===== src/rtl/core/dtf_pkg.sv =====
// Shared constants and types for the degenerate triangle filter.
package dtf_pkg;

   localparam int DEF_COORD_BITS = 12;
   localparam int DEF_INDEX_BITS = 16;

   localparam int EPS_W      = 53;
   localparam int VCOUNT_W   = 17;
   localparam int SLOT_W     = 16;
   localparam int CSR_DATA_W = EPS_W;

   localparam logic [EPS_W-1:0]    EPS_RESET    = EPS_W'(1);
   localparam logic [VCOUNT_W-1:0] VCOUNT_RESET = VCOUNT_W'(65536);
   localparam logic [SLOT_W-1:0]   COUNT_MAX    = {SLOT_W{1'b1}};

   typedef enum logic [0:0] {
      CSR_EPS_SQUARE   = 1'b0,
      CSR_VERTEX_COUNT = 1'b1
   } csr_index_type;

endpackage


===== src/rtl/core/dtf_req_if.sv =====
// Triangle request channel: valid/ready with indices and corner coordinates.
interface dtf_req_if #(
   parameter int COORD_BITS = dtf_pkg::DEF_COORD_BITS,
   parameter int INDEX_BITS = dtf_pkg::DEF_INDEX_BITS
);
   logic                         valid;
   logic                         ready;
   logic [INDEX_BITS-1:0]        index_a;
   logic [INDEX_BITS-1:0]        index_b;
   logic [INDEX_BITS-1:0]        index_c;
   logic signed [COORD_BITS-1:0] ax;
   logic signed [COORD_BITS-1:0] ay;
   logic signed [COORD_BITS-1:0] az;
   logic signed [COORD_BITS-1:0] bx;
   logic signed [COORD_BITS-1:0] by;
   logic signed [COORD_BITS-1:0] bz;
   logic signed [COORD_BITS-1:0] cx;
   logic signed [COORD_BITS-1:0] cy;
   logic signed [COORD_BITS-1:0] cz;

   modport source (
      output valid, index_a, index_b, index_c, ax, ay, az, bx, by, bz, cx, cy, cz,
      input  ready
   );
   modport sink (
      input  valid, index_a, index_b, index_c, ax, ay, az, bx, by, bz, cx, cy, cz,
      output ready
   );
endinterface


===== src/rtl/core/dtf_front.sv =====
// Front end: takes triangles, checks vertex indices and forms edge vectors.
module dtf_front #(
   parameter int COORD_BITS = dtf_pkg::DEF_COORD_BITS,
   parameter int INDEX_BITS = dtf_pkg::DEF_INDEX_BITS
) (
   dtf_req_if.sink                     req_chan,
   input  logic [dtf_pkg::VCOUNT_W-1:0] vertex_count,
   output logic                        push_valid,
   input  logic                        push_ready,
   output logic [9*(COORD_BITS+1):0]   push_data
);
   import dtf_pkg::*;

   localparam int DW  = COORD_BITS + 1;
   localparam int PAD = VCOUNT_W - INDEX_BITS;

   typedef struct packed {
      logic                 index_error;
      logic signed [DW-1:0] e1x, e1y, e1z;
      logic signed [DW-1:0] e2x, e2y, e2z;
      logic signed [DW-1:0] e3x, e3y, e3z;
   } entry_type;

   entry_type entry;

   always_comb begin
      entry.index_error = ({{PAD{1'b0}}, req_chan.index_a} >= vertex_count) ||
                          ({{PAD{1'b0}}, req_chan.index_b} >= vertex_count) ||
                          ({{PAD{1'b0}}, req_chan.index_c} >= vertex_count);
      // e1 = C - A, e2 = B - A, e3 = C - B
      entry.e1x = {req_chan.cx[COORD_BITS-1], req_chan.cx} -
                  {req_chan.ax[COORD_BITS-1], req_chan.ax};
      entry.e1y = {req_chan.cy[COORD_BITS-1], req_chan.cy} -
                  {req_chan.ay[COORD_BITS-1], req_chan.ay};
      entry.e1z = {req_chan.cz[COORD_BITS-1], req_chan.cz} -
                  {req_chan.az[COORD_BITS-1], req_chan.az};
      entry.e2x = {req_chan.bx[COORD_BITS-1], req_chan.bx} -
                  {req_chan.ax[COORD_BITS-1], req_chan.ax};
      entry.e2y = {req_chan.by[COORD_BITS-1], req_chan.by} -
                  {req_chan.ay[COORD_BITS-1], req_chan.ay};
      entry.e2z = {req_chan.bz[COORD_BITS-1], req_chan.bz} -
                  {req_chan.az[COORD_BITS-1], req_chan.az};
      entry.e3x = {req_chan.cx[COORD_BITS-1], req_chan.cx} -
                  {req_chan.bx[COORD_BITS-1], req_chan.bx};
      entry.e3y = {req_chan.cy[COORD_BITS-1], req_chan.cy} -
                  {req_chan.by[COORD_BITS-1], req_chan.by};
      entry.e3z = {req_chan.cz[COORD_BITS-1], req_chan.cz} -
                  {req_chan.bz[COORD_BITS-1], req_chan.bz};
   end

   assign push_valid     = req_chan.valid;
   assign req_chan.ready = push_ready;
   assign push_data      = entry;
endmodule


===== src/flat_wrapper.sv =====
// flat-port wrapper written by rule: the top's interface ports become plain ports
module dtf_front_flat import dtf_pkg::*;
#(
   parameter int COORD_BITS = dtf_pkg::DEF_COORD_BITS,
   parameter int INDEX_BITS = dtf_pkg::DEF_INDEX_BITS
)
  (vertex_count, push_valid, push_ready, push_data, req_chan_valid, req_chan_index_a, req_chan_index_b, req_chan_index_c, req_chan_ax, req_chan_ay, req_chan_az, req_chan_bx, req_chan_by, req_chan_bz, req_chan_cx, req_chan_cy, req_chan_cz, req_chan_ready);
  dtf_req_if #(.COORD_BITS(COORD_BITS), .INDEX_BITS(INDEX_BITS)) req_chan_i ();
  input  logic [dtf_pkg::VCOUNT_W-1:0] vertex_count;
  output logic push_valid;
  input  logic push_ready;
  output logic [9*(COORD_BITS+1):0] push_data;
  input wire logic [$bits(req_chan_i.valid)-1:0] req_chan_valid;
  input wire logic [$bits(req_chan_i.index_a)-1:0] req_chan_index_a;
  input wire logic [$bits(req_chan_i.index_b)-1:0] req_chan_index_b;
  input wire logic [$bits(req_chan_i.index_c)-1:0] req_chan_index_c;
  input wire logic [$bits(req_chan_i.ax)-1:0] req_chan_ax;
  input wire logic [$bits(req_chan_i.ay)-1:0] req_chan_ay;
  input wire logic [$bits(req_chan_i.az)-1:0] req_chan_az;
  input wire logic [$bits(req_chan_i.bx)-1:0] req_chan_bx;
  input wire logic [$bits(req_chan_i.by)-1:0] req_chan_by;
  input wire logic [$bits(req_chan_i.bz)-1:0] req_chan_bz;
  input wire logic [$bits(req_chan_i.cx)-1:0] req_chan_cx;
  input wire logic [$bits(req_chan_i.cy)-1:0] req_chan_cy;
  input wire logic [$bits(req_chan_i.cz)-1:0] req_chan_cz;
  output wire logic [$bits(req_chan_i.ready)-1:0] req_chan_ready;
  assign req_chan_i.valid = req_chan_valid;
  assign req_chan_i.index_a = req_chan_index_a;
  assign req_chan_i.index_b = req_chan_index_b;
  assign req_chan_i.index_c = req_chan_index_c;
  assign req_chan_i.ax = req_chan_ax;
  assign req_chan_i.ay = req_chan_ay;
  assign req_chan_i.az = req_chan_az;
  assign req_chan_i.bx = req_chan_bx;
  assign req_chan_i.by = req_chan_by;
  assign req_chan_i.bz = req_chan_bz;
  assign req_chan_i.cx = req_chan_cx;
  assign req_chan_i.cy = req_chan_cy;
  assign req_chan_i.cz = req_chan_cz;
  assign req_chan_ready = req_chan_i.ready;
  dtf_front #(.COORD_BITS(COORD_BITS), .INDEX_BITS(INDEX_BITS)) u_core (.req_chan(req_chan_i), .vertex_count(vertex_count), .push_valid(push_valid), .push_ready(push_ready), .push_data(push_data));
endmodule

===== config.mk =====
export PLATFORM = sky130hd
export DESIGN_NAME = dtf_front_flat
export DESIGN_NICKNAME = d
export VERILOG_FILES = /design/src/rtl/core/dtf_pkg.sv /design/src/rtl/core/dtf_req_if.sv /design/src/rtl/core/dtf_front.sv /design/src/flat_wrapper.sv
export SDC_FILE = /design/constraint.sdc
export NUM_CORES = 1
export LEC_CHECK = 0
export BUFFER_PORTS_ARGS = -buffer_cell sky130_fd_sc_hd__buf_2
export CORE_ASPECT_RATIO = 0.9
export CORE_MARGIN = 3
export CORE_UTILIZATION = 25
export DETAILED_ROUTE_END_ITERATION = 12
export PLACE_DENSITY_LB_ADDON = 0.15
export SLEW_MARGIN = 20
export SYNTH_ARGS = -nofsm -noshare
export SYNTH_HDL_FRONTEND = slang
export SYNTH_SLANG_ARGS = --single-unit

===== constraint.sdc =====
create_clock -name vclk -period 3.22
set_input_delay 0.644 -clock vclk [all_inputs]
set_output_delay 0.644 -clock vclk [all_outputs]
set_load 0.01 [all_outputs]

# [After elaboration in Yosys (flattened, before gate mapping)]
# Cells that the tools add are included.
[word_totals] input_bits=175 ff_bits=0 output_inout_bits=120 word_cells=14
[op_classes] add_sub_neg=9 reduce_logical=2 n_lt_le_gt_ge=3
[ops] op="$sub 12x12->13" n=9
[ops] op="$ge 16x17->1" n=3
[ops] op="$logic_or 1x1->1" n=2

# [Logic depth before layout (Yosys ltp)]
[depth] depth_word=3 mapped_depth=8 depth_no_buf=8

# [Worst setup path after synthesis]
# Ideal clock, no wire load.
[synth_path] path_kind="in2out" startpoint="in req_chan_bz[1]" endpoint="out push_data[9]" path_buffers=0 t_arrival_ps=2219 stages=7 setup_slack_ps=357 required_ps=2576 path_cell_list="inv_1 ha_1 nor2b_4 o31a_2 or4_4 a311o_1 o211ai_2"
[synth_via] elab_chain_len=1
[synth_rtl] item="start, declared" line="flat_wrapper.sv:22" text="input wire logic [$bits(req_chan_i.bz)-1:0] req_chan_bz;"
[synth_rtl] item="$sub 12x12->13" line="dtf_front.sv:47" text="entry.e3z = {req_chan.cz[COORD_BITS-1], req_chan.cz} -"
[synth_rtl] item="end, declared" line="flat_wrapper.sv:12" text="output logic [9*(COORD_BITS+1):0] push_data;"
# No other way between the ends.

# [Final worst setup path]
[layout_path] startpoint="in req_chan_cz[0]" endpoint="out push_data[12]"
[layout_via] elab_chain_len=1
[layout_rtl] item="start, declared" line="flat_wrapper.sv:25" text="input wire logic [$bits(req_chan_i.cz)-1:0] req_chan_cz;"
[layout_rtl] item="$sub 12x12->13" line="dtf_front.sv:47"
# No other way between the ends.

==> flow_metrics.env <==
export IMPL_part_of_the_total_power_dissipated_in_the_clock_network_pct=0
export IMPL_max_slew_margin_pct=62.85
export IMPL_grt_total_usage_pct=15.24
export IMPL_path_buf_inv=3
export IMPL_worst_setup_path_type="in -> out"
export IMPL_post_route_cells_drive_above_1_share_pct=29.41
export IMPL_power_net_switching_w=0.001063
export IMPL_holdWs_ns=1.288
export IMPL_firstDrtPassIters=5
export IMPL_floorplan_die_area_um2=28010
export IMPL_synthTopCellsByArea="ha_1 30%, inv_1 7.2%, xnor2_1 5.5%"
export IMPL_crit_family="adder cells"
export IMPL_worst_setup_path_end_kind="primary output"
export IMPL_post_route_worst_setup_slack_ns=0.04809
export IMPL_share_seq_of_total_power_pct=0
export IMPL_seq_cell_count=0
export IMPL_syn_mean_instance_area_um2=7.240
export IMPL_initial_utilization_pct=25.63
export IMPL_max_freq_ghz=0.3153
export IMPL_n_fill_cell=2793
export IMPL_nNetsFinal=1549
export IMPL_postSynthNetCount=1239
export IMPL_grt_pass1_wl_um=36400
export IMPL_gp_routability_congestion=0.8587
export IMPL_via_per_inst=4.822
export IMPL_synth_cell_area_um2=6509
export IMPL_num_io_pins=295
export IMPL_rsz0062_at_grt="true"
export IMPL_finalSetupViolCount=0
export IMPL_run_status="finished clean"
export IMPL_min_delay_path_class="in -> out"
export IMPL_critical_path_most_common_cell="buf_2"
export IMPL_core_area_um2=25390
export IMPL_worstSetupStartpointType="input port"
export IMPL_num_antenna_cells=0
export IMPL_synth_cells=899
export IMPL_critPathRequiredTime_ns=2.58
export IMPL_placement_setup_worst_slack_ns=-0.04680
export IMPL_synth_top_area_share_pct=29.99
export IMPL_yosys_top_cells_count="156 x ha_1, 124 x inv_1, 58 x nor2_1"
export IMPL_synthDominantAreaCellType="ha_1"
export IMPL_report_final_hold_viol_count=0
export IMPL_holdBufCountCts=0
export IMPL_slowest_stage_cell_on_the_critical_path="fa_1"
export IMPL_timing_critical_path_slowest_cell_delay_ns=0.45
export IMPL_finalWorstPathRequiredPeriod_ns=3.172
export IMPL_max_slew_worst_pin_slew_ns=0.5432
export IMPL_final_max_slew_viol_count=0
export IMPL_ir_worst_vdd_v=0.0001019
export IMPL_register_area_um2=0
export IMPL_crit_chain="buf_2 -> inv_2 -> ha_1 -> fa_1 -> nor2b_2 -> o2111ai_1 -> nand3_2 -> a31oi_1 -> mux2_2 -> buf_2"
export IMPL_multi_input_area_um2=6097
export IMPL_grt_pass1_vias=7298
export IMPL_critPathMaxFanout=4
export IMPL_final_design_area_no_fill_um2=8682
export IMPL_die_x_um=176.1
export IMPL_worst_endpoint_arrival_ns=2.53
export IMPL_floorplan_die_height_um=159.1
export IMPL_cellInternalPower_w=0.0008559
export IMPL_power_density_normalized_to_cell_area_nw_per_um2=221.0
export IMPL_drc=0
export IMPL_detail_route_antenna_nets=0
export IMPL_layout_cells_non_filler=1549
export IMPL_global_route_overflow_total=0
export IMPL_drt_total_wl_um=23180
export IMPL_antenna_found_initial=0
export IMPL_postPlaceCellArea_um2=8551
export IMPL_seq_area_frac_synth_pct=0
export IMPL_synth_distinct_cells=61
export IMPL_share_comb_of_total_power_pct=100.0
export IMPL_syn_to_final_growth_pct=33.39
export IMPL_route_vias_total=7470
export IMPL_grt_max_degree=12
export IMPL_port_buffers=291
export IMPL_synth_warning_count=0
export IMPL_cellLeakagePower_nw=4.668
export IMPL_place_inst=1547
export IMPL_timing_max_cap_violations=0
export IMPL_wire_per_inst_um=14.96
export IMPL_switching_share_pct=55.40
export IMPL_final_min_period_over_clock_period_pct=98.51
export IMPL_yosysMostFrequentCell="ha_1"
export IMPL_drtIter0Drc=300
export IMPL_rows=55
export IMPL_dpl_hpwl_um=20900
export IMPL_clock_buffer_instance_count_of_the_final_layout=0
what timing repair did:
| item | CTS | global route |
|---|---|---|
| gates resized for setup | 2 | 22 |
| endpoints found under the setup margin | 2 | 17 |
| buffers inserted | 0 | 2 |
| pin swaps | 0 | 9 |
worst paths after layout:
| kind | end | from | slack [ns] | cells after the start |
|---|---|---|---|---|
| max | push_data[12] | req_chan_cz[0] | 0.05 | 10 |
| min | push_valid | req_chan_valid | 1.29 | 0 |
power by group through the flow:
stage,clock network (W),registers (W),logic [W]
CTS,0,0,0.00191
detailed placement,0,0,0.00190
global route,0,0,0.00214
finish,0,0,0.00192
global placement,0,0,0.00190
floorplan,0,0,0.00116
cell usage in the layout, fill, tap and decap left out, types with 19 or more instances in the layout:
cell type and instances:
nand2_1 29, nor3_1 32, xor2_1 25, nor2_1 58
buf_2 290, buf_4 32, a21o_1 27, ha_1 153
nand2b_1 20, o21ai_0 30, a21oi_1 50, nand3_1 20
nand4_1 27, a31oi_1 20, inv_1 122, o21a_1 19
xnor2_1 40, nor2b_1 36
cell type report:
type	instances	area share (%)
multi-input cells	761	70.23
repair buffers	322	19.48
inverters	124	5.361
well taps	342	4.929
metrics by stage:
stage | power, W | TNS, ns | utilization (%)
global route | 0.002141 | -0.01982 | 34.19
detailed placement | 0.001897 | -0.04680 | 33.67
floorplan | 0.001160 | 0 | -
global placement | 0.001903 | -0.06503 | 33.67
CTS | 0.001913 | 0 | 33.72
finish | 0.001919 | 0 | 34.19
layer usage:
metal | vias up | GRT usage (%) | routed length [um]
met1 | 3329 | 21.26 | 11080
li1 | 3928 | - | -
met3 | 8 | 2.098 | 1453
met2 | 205 | 26.09 | 10530
met5 | - | 0 | 0
met4 | 0 | 0.8996 | 116
cell families after synthesis:
logic type	synth area share (%)
AOI/OAI and AO/OA	25.05
muxes	0.4806
adders and majority gates	32.76
xor gates and xnor gates	9.016
and+or+nand+nor	24.63
buffers and inverters	8.074
Power figures use the tool's default switching activity.
