## config.mk

```make
export PLATFORM = sky130hd
export DESIGN_NAME = dtf_queue
export DESIGN_NICKNAME = d
export VERILOG_FILES = /design/src/rtl/core/dtf_queue.sv
export SDC_FILE = /design/constraint.sdc
export NUM_CORES = 1
export LEC_CHECK = 0
export BUFFER_PORTS_ARGS = -buffer_cell sky130_fd_sc_hd__buf_2
export CORE_AREA = 3 3 40 42
export DETAILED_ROUTE_END_ITERATION = 7
export DIE_AREA = 0 0 43 45
export SLEW_MARGIN = 10
export SYNTH_ARGS = -nofsm -noshare
export SYNTH_HDL_FRONTEND = slang
export SYNTH_SLANG_ARGS = --single-unit
export TNS_END_PERCENT = 20
```

## constraint.sdc

```tcl
create_clock -name clock -period 1.9 [get_ports clock]
set_input_delay 0 -clock clock [delete_from_list [all_inputs] [get_ports clock]]
set_output_delay 0 -clock clock [all_outputs]
set_load 0.03 [all_outputs]
```

## src/rtl/core/dtf_queue.sv

```systemverilog
// Two-entry decoupling queue between the classify front and the math back end.
module dtf_queue #(
   parameter int WIDTH = 1
) (
   input  logic             clock,
   input  logic             reset,
   input  logic             push_valid,
   output logic             push_ready,
   input  logic [WIDTH-1:0] push_data,
   output logic             pop_valid,
   input  logic             pop_ready,
   output logic [WIDTH-1:0] pop_data
);
   logic [WIDTH-1:0] entry_ff [2];
   logic             wr_ptr_ff;
   logic             rd_ptr_ff;
   logic [1:0]       count_ff;
   logic [1:0]       count_in;
   logic             push;
   logic             pop;

   assign push_ready = (count_ff != 2'd2);
   assign pop_valid  = (count_ff != 2'd0);
   assign pop_data   = entry_ff[rd_ptr_ff];
   assign push       = push_valid && push_ready;
   assign pop        = pop_valid && pop_ready;

   always_comb begin
      count_in = count_ff;
      if (push && !pop) begin
         count_in = count_ff + 2'd1;
      end else if (pop && !push) begin
         count_in = count_ff - 2'd1;
      end
   end

   always_ff @(posedge clock) begin
      if (reset) begin
         wr_ptr_ff <= 1'b0;
         rd_ptr_ff <= 1'b0;
         count_ff  <= 2'd0;
      end else begin
         count_ff <= count_in;
         if (push) begin
            wr_ptr_ff <= !wr_ptr_ff;
         end
         if (pop) begin
            rd_ptr_ff <= !rd_ptr_ff;
         end
      end
   end

   always_ff @(posedge clock) begin
      if (push) begin
         entry_ff[wr_ptr_ff] <= push_data;
      end
   end
endmodule

```

# Word level (Yosys, flattened, before mapping)
# Memories as Yosys holds them, arrays and structs flattened. A register that Yosys moved wholly into a read port is not among the register bits.
# Cells that the tools add are included.
# Widths: inputs -> output; s select.
# totals
ff_bits,4
n_memories,1
wordCells,23
input_bits,5
out_inout_bits,3
ram_bits,2
# classes
n_reduce_logical,10
eq_ne,1
mux,6
n_addsub,2
# mem_list
memory,depth,word_bits,rd,rd_clocked_by_memory_dff,wr,line,text
entry_ff,2,1,1,1,1,14,logic [WIDTH-1:0] entry_ff [2];
# op_table
op,count
$logic_and 1x1->1,4
$logic_not 1->1,4
$mux 1,4
$mux 2,2
$reduce_bool 2->1,2
$add 2x1->2 const B,1
$ne 2x2->1 const B,1
$sub 2x1->2 const B,1

# Logic depth before layout (Yosys ltp)
# Gate-level depths: netlist of run 1.
# logic_depth
ltp_word,6
ltp_mapped,6
mapped_depth_nobuf,6

# Worst setup path after synthesis of run 1
# OpenSTA, ideal clock, no wires.
# synth_timing
kind,register to register
start,register count_ff[0]
end,register count_ff[1]
arrival_time_ns,1.679
synth_period_minus_slack_ns,1.749
slack_ns,0.151
n_path_buf,0
setup_time_ns,0.070
stages_incl_launch_ff,6
required_time_ns,1.830
path_cell_list,dfxtp_1 nand2b_1 and2_1 ha_1 or3_1 a21oi_1
# synth_between
elab_chain_len,5
word_cells_on_any_way,13
cone_classes,add/sub: 2; eq/ne: 1; mux: 2; reduce/logical: 8
# synth_rtl
element,line,text
start: declaration,17,logic [1:0] count_ff;
start signal: assignment,43,count_ff <= count_in;
$ne 2x2->1 (*),22,assign push_ready = (count_ff != 2'd2);
named net push_ready,8,"output logic push_ready,"
$logic_and 1x1->1 (*),25,assign push = push_valid && push_ready;
named net push,19,logic push;
$logic_not 1->1,32,end else if (pop && !push) begin
$logic_and 1x1->1,32,
$reduce_bool 2->1 (no line),-,
# Mark *: on every way through the listed nets, which the timed path passes. The rest lies on a longest branch. The select of a mux whose other input is x is not followed.
# A chain may end at the register's enable or synchronous reset.

# Worst setup path after layout of run 1
# layout_timing
start,register count_ff[0]
end,register count_ff[1]
# layout_between
elab_chain_len,5
word_cells_on_any_way,13
cone_classes,add/sub: 2; eq/ne: 1; mux: 2; reduce/logical: 8
# layout_rtl
element,line
$ne 2x2->1 (*),22
$logic_and 1x1->1 (*),25
named net push,19
$logic_not 1->1,32
$logic_and 1x1->1,32
$reduce_bool 2->1 (no line),-
# Marked as above.

==> impl_results.md, run 1 <==
* Max IR drop VDD at 494 uV
* CP Data Arrival Time at between 1500 and 2000 ps
* Synth unique cells at 16
* Most common cell after layout, fill and taps aside: buf_2
* I/O pins at 8
* Synthesized net count at 33
* Final setup TNS at 0 ps
* Share of cells above drive strength 1 at 0.325
* Average instance area after synthesis at ~11 sq um
* RePlAce Congestion at 0.656
* Yosys warnings at 0
* Layout area overhead at 34.0%
* Leak Pwr at ~0.18 nW
* Max cap viols at 0
* Sw Share at 0.372
* RSZ-0062 raised after global routing: false
* DR vias/cell at 4.13
* Largest net degree at the start of global routing at 6
* Clock Skew at 2.75 ps
* Power share of the sequential group at 0.376
* Congestion Overflow GR at 0
* DRC viols at 0
* Final ANT Viol Nets at 0
* Iteration count of the initial detailed-routing pass at 2
* Num CTS Buffers at 3
* Synth top area share at 0.340
* Final hold vios at 0
* Critical path type: reg -> reg
* Clock Path Buffers at 2
* Crit-path max FO at 5
* Peak Freq at 608 MHz
* CP required at 2080 ps
* Tot GR Track Use at 0.0603
* Synth area leader: dfxtp_1
* CTS tree: done
* Final Hold Slack at ~63 ps
* WL final at roughly 540 um
* Power per cell area at 1540 nW/um^2
* Status: completed
* Placed Instance Area at about 350 sq um
* Hold Buf Count CTS at 2
* First-pass GRT wire length at 779 um
* Clk_lat worst skew at 250 ps
* TritonCTS sink count at 7
* DR iter-0 viols at 3
* Initial Util at 0.229
* Mapped Area at about 290 sq um
* Area of the core at 1280 sq um
* Clock slew seen by the registers of the worst setup and hold paths at roughly 50 ps
* Cell row count at 13
* Sw Pwr at between 0.2 and 0.25 mW
* Period utilization at 0.865
* Resized Gates After CTS at 0
* Vias at between 200 and 250
* Die area at 1940 sq um
* Final Non-Filler Cells at 55
* DR WL/cell at between 9 and 10 um
* Final nets at 47
* Vias in the first global route at 201
* HP Class: in -> reg
* Final setup viols at 0
* Seq cells post-synth at 7
* CP endpoint kind: flop
* Pin slew with the least headroom to its limit at around 340 ps
* Leading post-synthesis cells by cell area: dfxtp_1 (34%), edfxtp_1 (20%), xor2_1 (8.9%)
* Slew HR at 0.768
* Detailed Place HPWL at a little over 400 um
* N_diodes at 0
* Post-Syn Instances at 27
* Combinational share of power at 0.397
* Register area share after synthesis at 0.545
* Clock power frac at 0.227
* Placed Cells at between 40 and 50
* Final cell area excluding filler cells at between 300 and 400 sq um
* Root Driver: clkbuf_4
* Initial antenna violation count at 0
* CTS HTree Levels at 1
* Power Internal at roughly 0.38 mW
* Chip Width at 43 um
* Most frequent cells in the layout: buf_2 (7), dfxtp_1 (5), xor2_1 (3), nor2_1 (3), clkbuf_4 (3)
* Die extent in y at approximately 45 um
* # Post-CTS Setup Buffers at 0
* Startpoint types: flop
* Slew Viols, Final at 0
* Post-layout minimum cycle time at approximately 1600 ps
* I/O Buffers at 7
==> synth_stat cells <==
library cell,n
inv_1,1
mux2_2,1
nand2b_1,1
and3_1,1
or2_2,1
a21bo_2,1
or3_1,1
and2_1,1
o21ai_0,2
nand3b_1,1
a21oi_1,2
dfxtp_1,5
xor2_1,3
ha_1,1
nor2_1,3
edfxtp_1,2
==> cell type report <==
cell class / count / area (sq um)
clock buffers: 4 / 26.3
fillers: 138 / 891
inverters: 1 / 3.75
multi-input cells: 19 / 130
flip-flops and latches: 7 / 160
well taps: 15 / 18.8
repair buffers: 9 / 55.1
==> critical path, stage by stage, from the launching register on <==
cell      delay (ps)
dfxtp_1          350
nand2b_1         210
and2_1           190
ha_1             330
or3_1            350
a21oi_1          150
==> power groups by stage <==
stage / sequential [mW] / combinational, mW / clock, mW
finish: 0.228 / 0.241 / 0.138
global route: 0.233 / 0.269 / 0.150
CTS: 0.230 / 0.245 / 0.144
detailed placement: 0.233 / 0.240 / 0
global placement: 0.233 / 0.234 / 0
floorplan: 0.224 / 0.191 / 0
==> through the flow <==
step           setup WS (ps)  utilization  total power, mW
6_report                 256        0.307            0.607
5_1_grt                  156        0.307            0.653
4_1_cts                  231        0.307            0.619
3_5_place_dp             246        0.271            0.473
3_3_place_gp             295        0.271            0.467
2_1_floorplan            151            -            0.415
==> metal layers <==
metal | vias to the layer above | GRT usage | part of all wire
met3 | 0 | 0.0637 | 0.10
met1 | 101 | 0.0489 | 0.43
met4 | 0 | 0.0181 | 0
li1 | 117 | - | -
met2 | 9 | 0.0988 | 0.47
met5 | - | 0 | 0
==> cells by family (layout without fill, tap and decap cells) <==
family                   after synthesis  count (layout)  synth area share
multiplexers                           1               1            0.0383
AND/OR/NAND/NOR                        9               9             0.170
buffers and inverters                  1              14            0.0128
XOR/XNOR                               3               3            0.0894
flip-flops                             7               7             0.545
AO/OA/AOI/OAI                          5               5             0.102
adder cells (fa/ha/maj)                1               1            0.0425
==> final timing paths <==
kind,slack (ps),startpoint,to,cells after the start
setup / recovery,260,count_ff[0],count_ff[1],5
hold / removal,60,push_valid,wr_ptr_ff,3
setup reg to reg,260,count_ff[0],count_ff[1],5
hold reg to reg,510,rd_ptr_ff,rd_ptr_ff,2
Note: power is estimated with default switching activity, not from simulation.
==> inputs of run 2 (changes only) <==
==> constraint.sdc (replaced) <==
create_clock -name clock -period 1.7 [get_ports clock]
set_input_delay 0 -clock clock [delete_from_list [all_inputs] [get_ports clock]]
set_output_delay 0 -clock clock [all_outputs]
set_load 0.03 [all_outputs]
==> impl_results.md, run 2 (synthesized netlist as in run 1, its figures left out) <==
* Cell row count at 13 (unchanged)
* Power per cell area at 1720 nW/um^2 (+12%)
* CP required at 1880 ps (-200 ps)
* Final setup TNS at 0 ps (unchanged)
* Final cell area excluding filler cells at 397 sq um (+0.63%)
* CP Data Arrival Time at 1800 ps (-30 ps)
* Initial Util at 0.229 (unchanged)
* DR vias/cell at 4.16 (+0.88%)
* Largest net degree at the start of global routing at 6 (unchanged)
* DR iter-0 viols at 3 (unchanged)
* Congestion Overflow GR at 0 (unchanged)
* Peak Freq at 618 MHz (+1.6%)
* Pin slew with the least headroom to its limit at 347 ps (+3.25 ps)
* First-pass GRT wire length at 759 um (-2.6%)
* R2R Path Start: count_ff[0]
* Vias in the first global route at 193 (-4.0%)
* Clock Path Buffers at 2 (unchanged)
* Clk_lat worst skew at 250 ps (about the same)
* RePlAce Congestion at 0.631 (-3.8%)
* Final hold vios at 0 (unchanged)
* Final setup viols at 0 (unchanged)
* Clock slew seen by the registers of the worst setup and hold paths at 60 ps (about the same)
* FF-to-FF End: count_ff[1]
* Status: completed
* Max IR drop VDD at 367 uV (-26%)
* N_diodes at 0 (unchanged)
* CTS HTree Levels at 1 (unchanged)
* Iteration count of the initial detailed-routing pass at 2 (unchanged)
* Share of cells above drive strength 1 at 0.350 (+0.0250)
* Slew HR at 0.766 (-0.00219)
* WL final at 539 um (+0.75%)
* Critical path type: reg -> reg
* HP Class: in -> reg
* Max cap viols at 0 (unchanged)
* Most common cell after layout, fill and taps aside: buf_2
* Num CTS Buffers at 3 (unchanged)
* Tot GR Track Use at 0.0627 (+0.00246)
* Final Hold Slack at 60.4 ps (-2.32 ps)
* CTS tree: done
* Die extent in y at 45 um (unchanged)
* RSZ-0062 raised after global routing: false
* Slew Viols, Final at 0 (unchanged)
* Startpoint types: flop
* Detailed Place HPWL at 416 um (+1.5%)
* Root Driver: clkbuf_4
* Initial antenna violation count at 0 (unchanged)
* Max stage delay on crit path at 350 ps (about the same)
* Leak Pwr at 0.176 nW (+0.18%)
* Area of the core at 1280 sq um (unchanged)
* # Post-CTS Setup Buffers at 0 (unchanged)
* Util after Layout at 0.309 (+0.00195)
* TritonCTS sink count at 7 (unchanged)
* Crit-path max FO at 5 (unchanged)
* Chip Width at 43 um (unchanged)
* Most frequent cells in the layout: buf_2 (7), dfxtp_1 (5), xor2_1 (3), nor2_1 (3), clkbuf_4 (3)
* Clock Skew at 6.10 ps (+3.35 ps)
* Final ANT Viol Nets at 0 (unchanged)
* Crit path max-delay family: simple AND/OR/NAND/NOR gates
* CP max-delay cell: or3_1
* Worst path buffer plus inverter count at 0 (unchanged)
* Die area at 1940 sq um (unchanged)
* Placed Instance Area at 350 sq um (+0.72%)
* FF-to-FF path depth at 5 (unchanged)
* Flop2flop setup slack at 80 ps (-170 ps)
* Resized Gates After CTS at 0 (unchanged)
* Hold Crit Endpoint: wr_ptr_ff
* Layout area overhead at 34.9%
* DRC viols at 0 (unchanged)
* I/O pins at 8 (unchanged)
* DR WL/cell at 9.80 um (+0.75%)
* Crit path cell chain: nand2b_2, and2_1, ha_1, or3_1, a21oi_1
* Final nets at 47 (unchanged)
* Period utilization at 0.952 (+0.0865)
* WHS Path Cells at 3 (unchanged)
* Hold Path Origin: push_valid
* Hold Buf Count CTS at 2 (unchanged)
* CP endpoint kind: flop
* I/O Buffers at 7 (unchanged)
* Vias at 229 (+0.88%)
* Post-layout minimum cycle time at 1620 ps (-26.0 ps)
run 2: cell counts in the layout (fill, tap and decap cells not counted):
No cell type changed its count.
run 2: metrics by stage:
step,instances,total power [mW],setup slack [ps]
6_report,55,0.681,82.4
5_1_grt,55,0.729,17.9
4_1_cts,55,0.693,65.2
3_5_place_dp,49,0.530,85.2
3_3_place_gp,49,0.523,117
2_1_floorplan,27,0.470,47.0
run 2: tightest hold or removal path, stage by stage:
cell	delay, ps
buf_2	100
a21bo_2	110
a21oi_1	50
run 2: how the worst max path moves through the flow:
stage | startpoint | slack (ps) | endpoint | depth (start not counted)
2_1_floorplan | count_ff[0] | 50 | count_ff[1] | 5
3_3_place_gp | count_ff[0] | 120 | count_ff[1] | 5
3_5_place_dp | count_ff[0] | 90 | count_ff[1] | 5
4_1_cts | count_ff[0] | 70 | count_ff[1] | 5
5_1_grt | count_ff[0] | 20 | count_ff[1] | 5
6_report | count_ff[0] | 80 | count_ff[1] | 5
run 2: power by group:
part	switching, mW	leakage, nW	internal [mW]
sequential	0.0341	0.0600	0.222
clock	0.0621	0.0150	0.0896
combinational	0.156	0.101	0.117
total	0.252	0.175	0.429
run 2: per-layer routing:
| metal | vias up | global-route usage | wire [um] |
|---|---|---|---|
| li1 | 122 | - | - |
| met2 | 7 | 0.0958 | 267 |
| met3 | 2 | 0.0398 | 31 |
| met4 | 0 | 0.0723 | 14 |
| met5 | - | 0 | 0 |
| met1 | 98 | 0.0512 | 225 |
run 2: layout make-up:
cell class	instances	area (sq um)
fill	143	888
sequential	7	160
multi-input combinational	19	133
timing repair buffer	9	55.1
clock buffer	4	26.3
tap	15	18.8
inverter	1	3.75
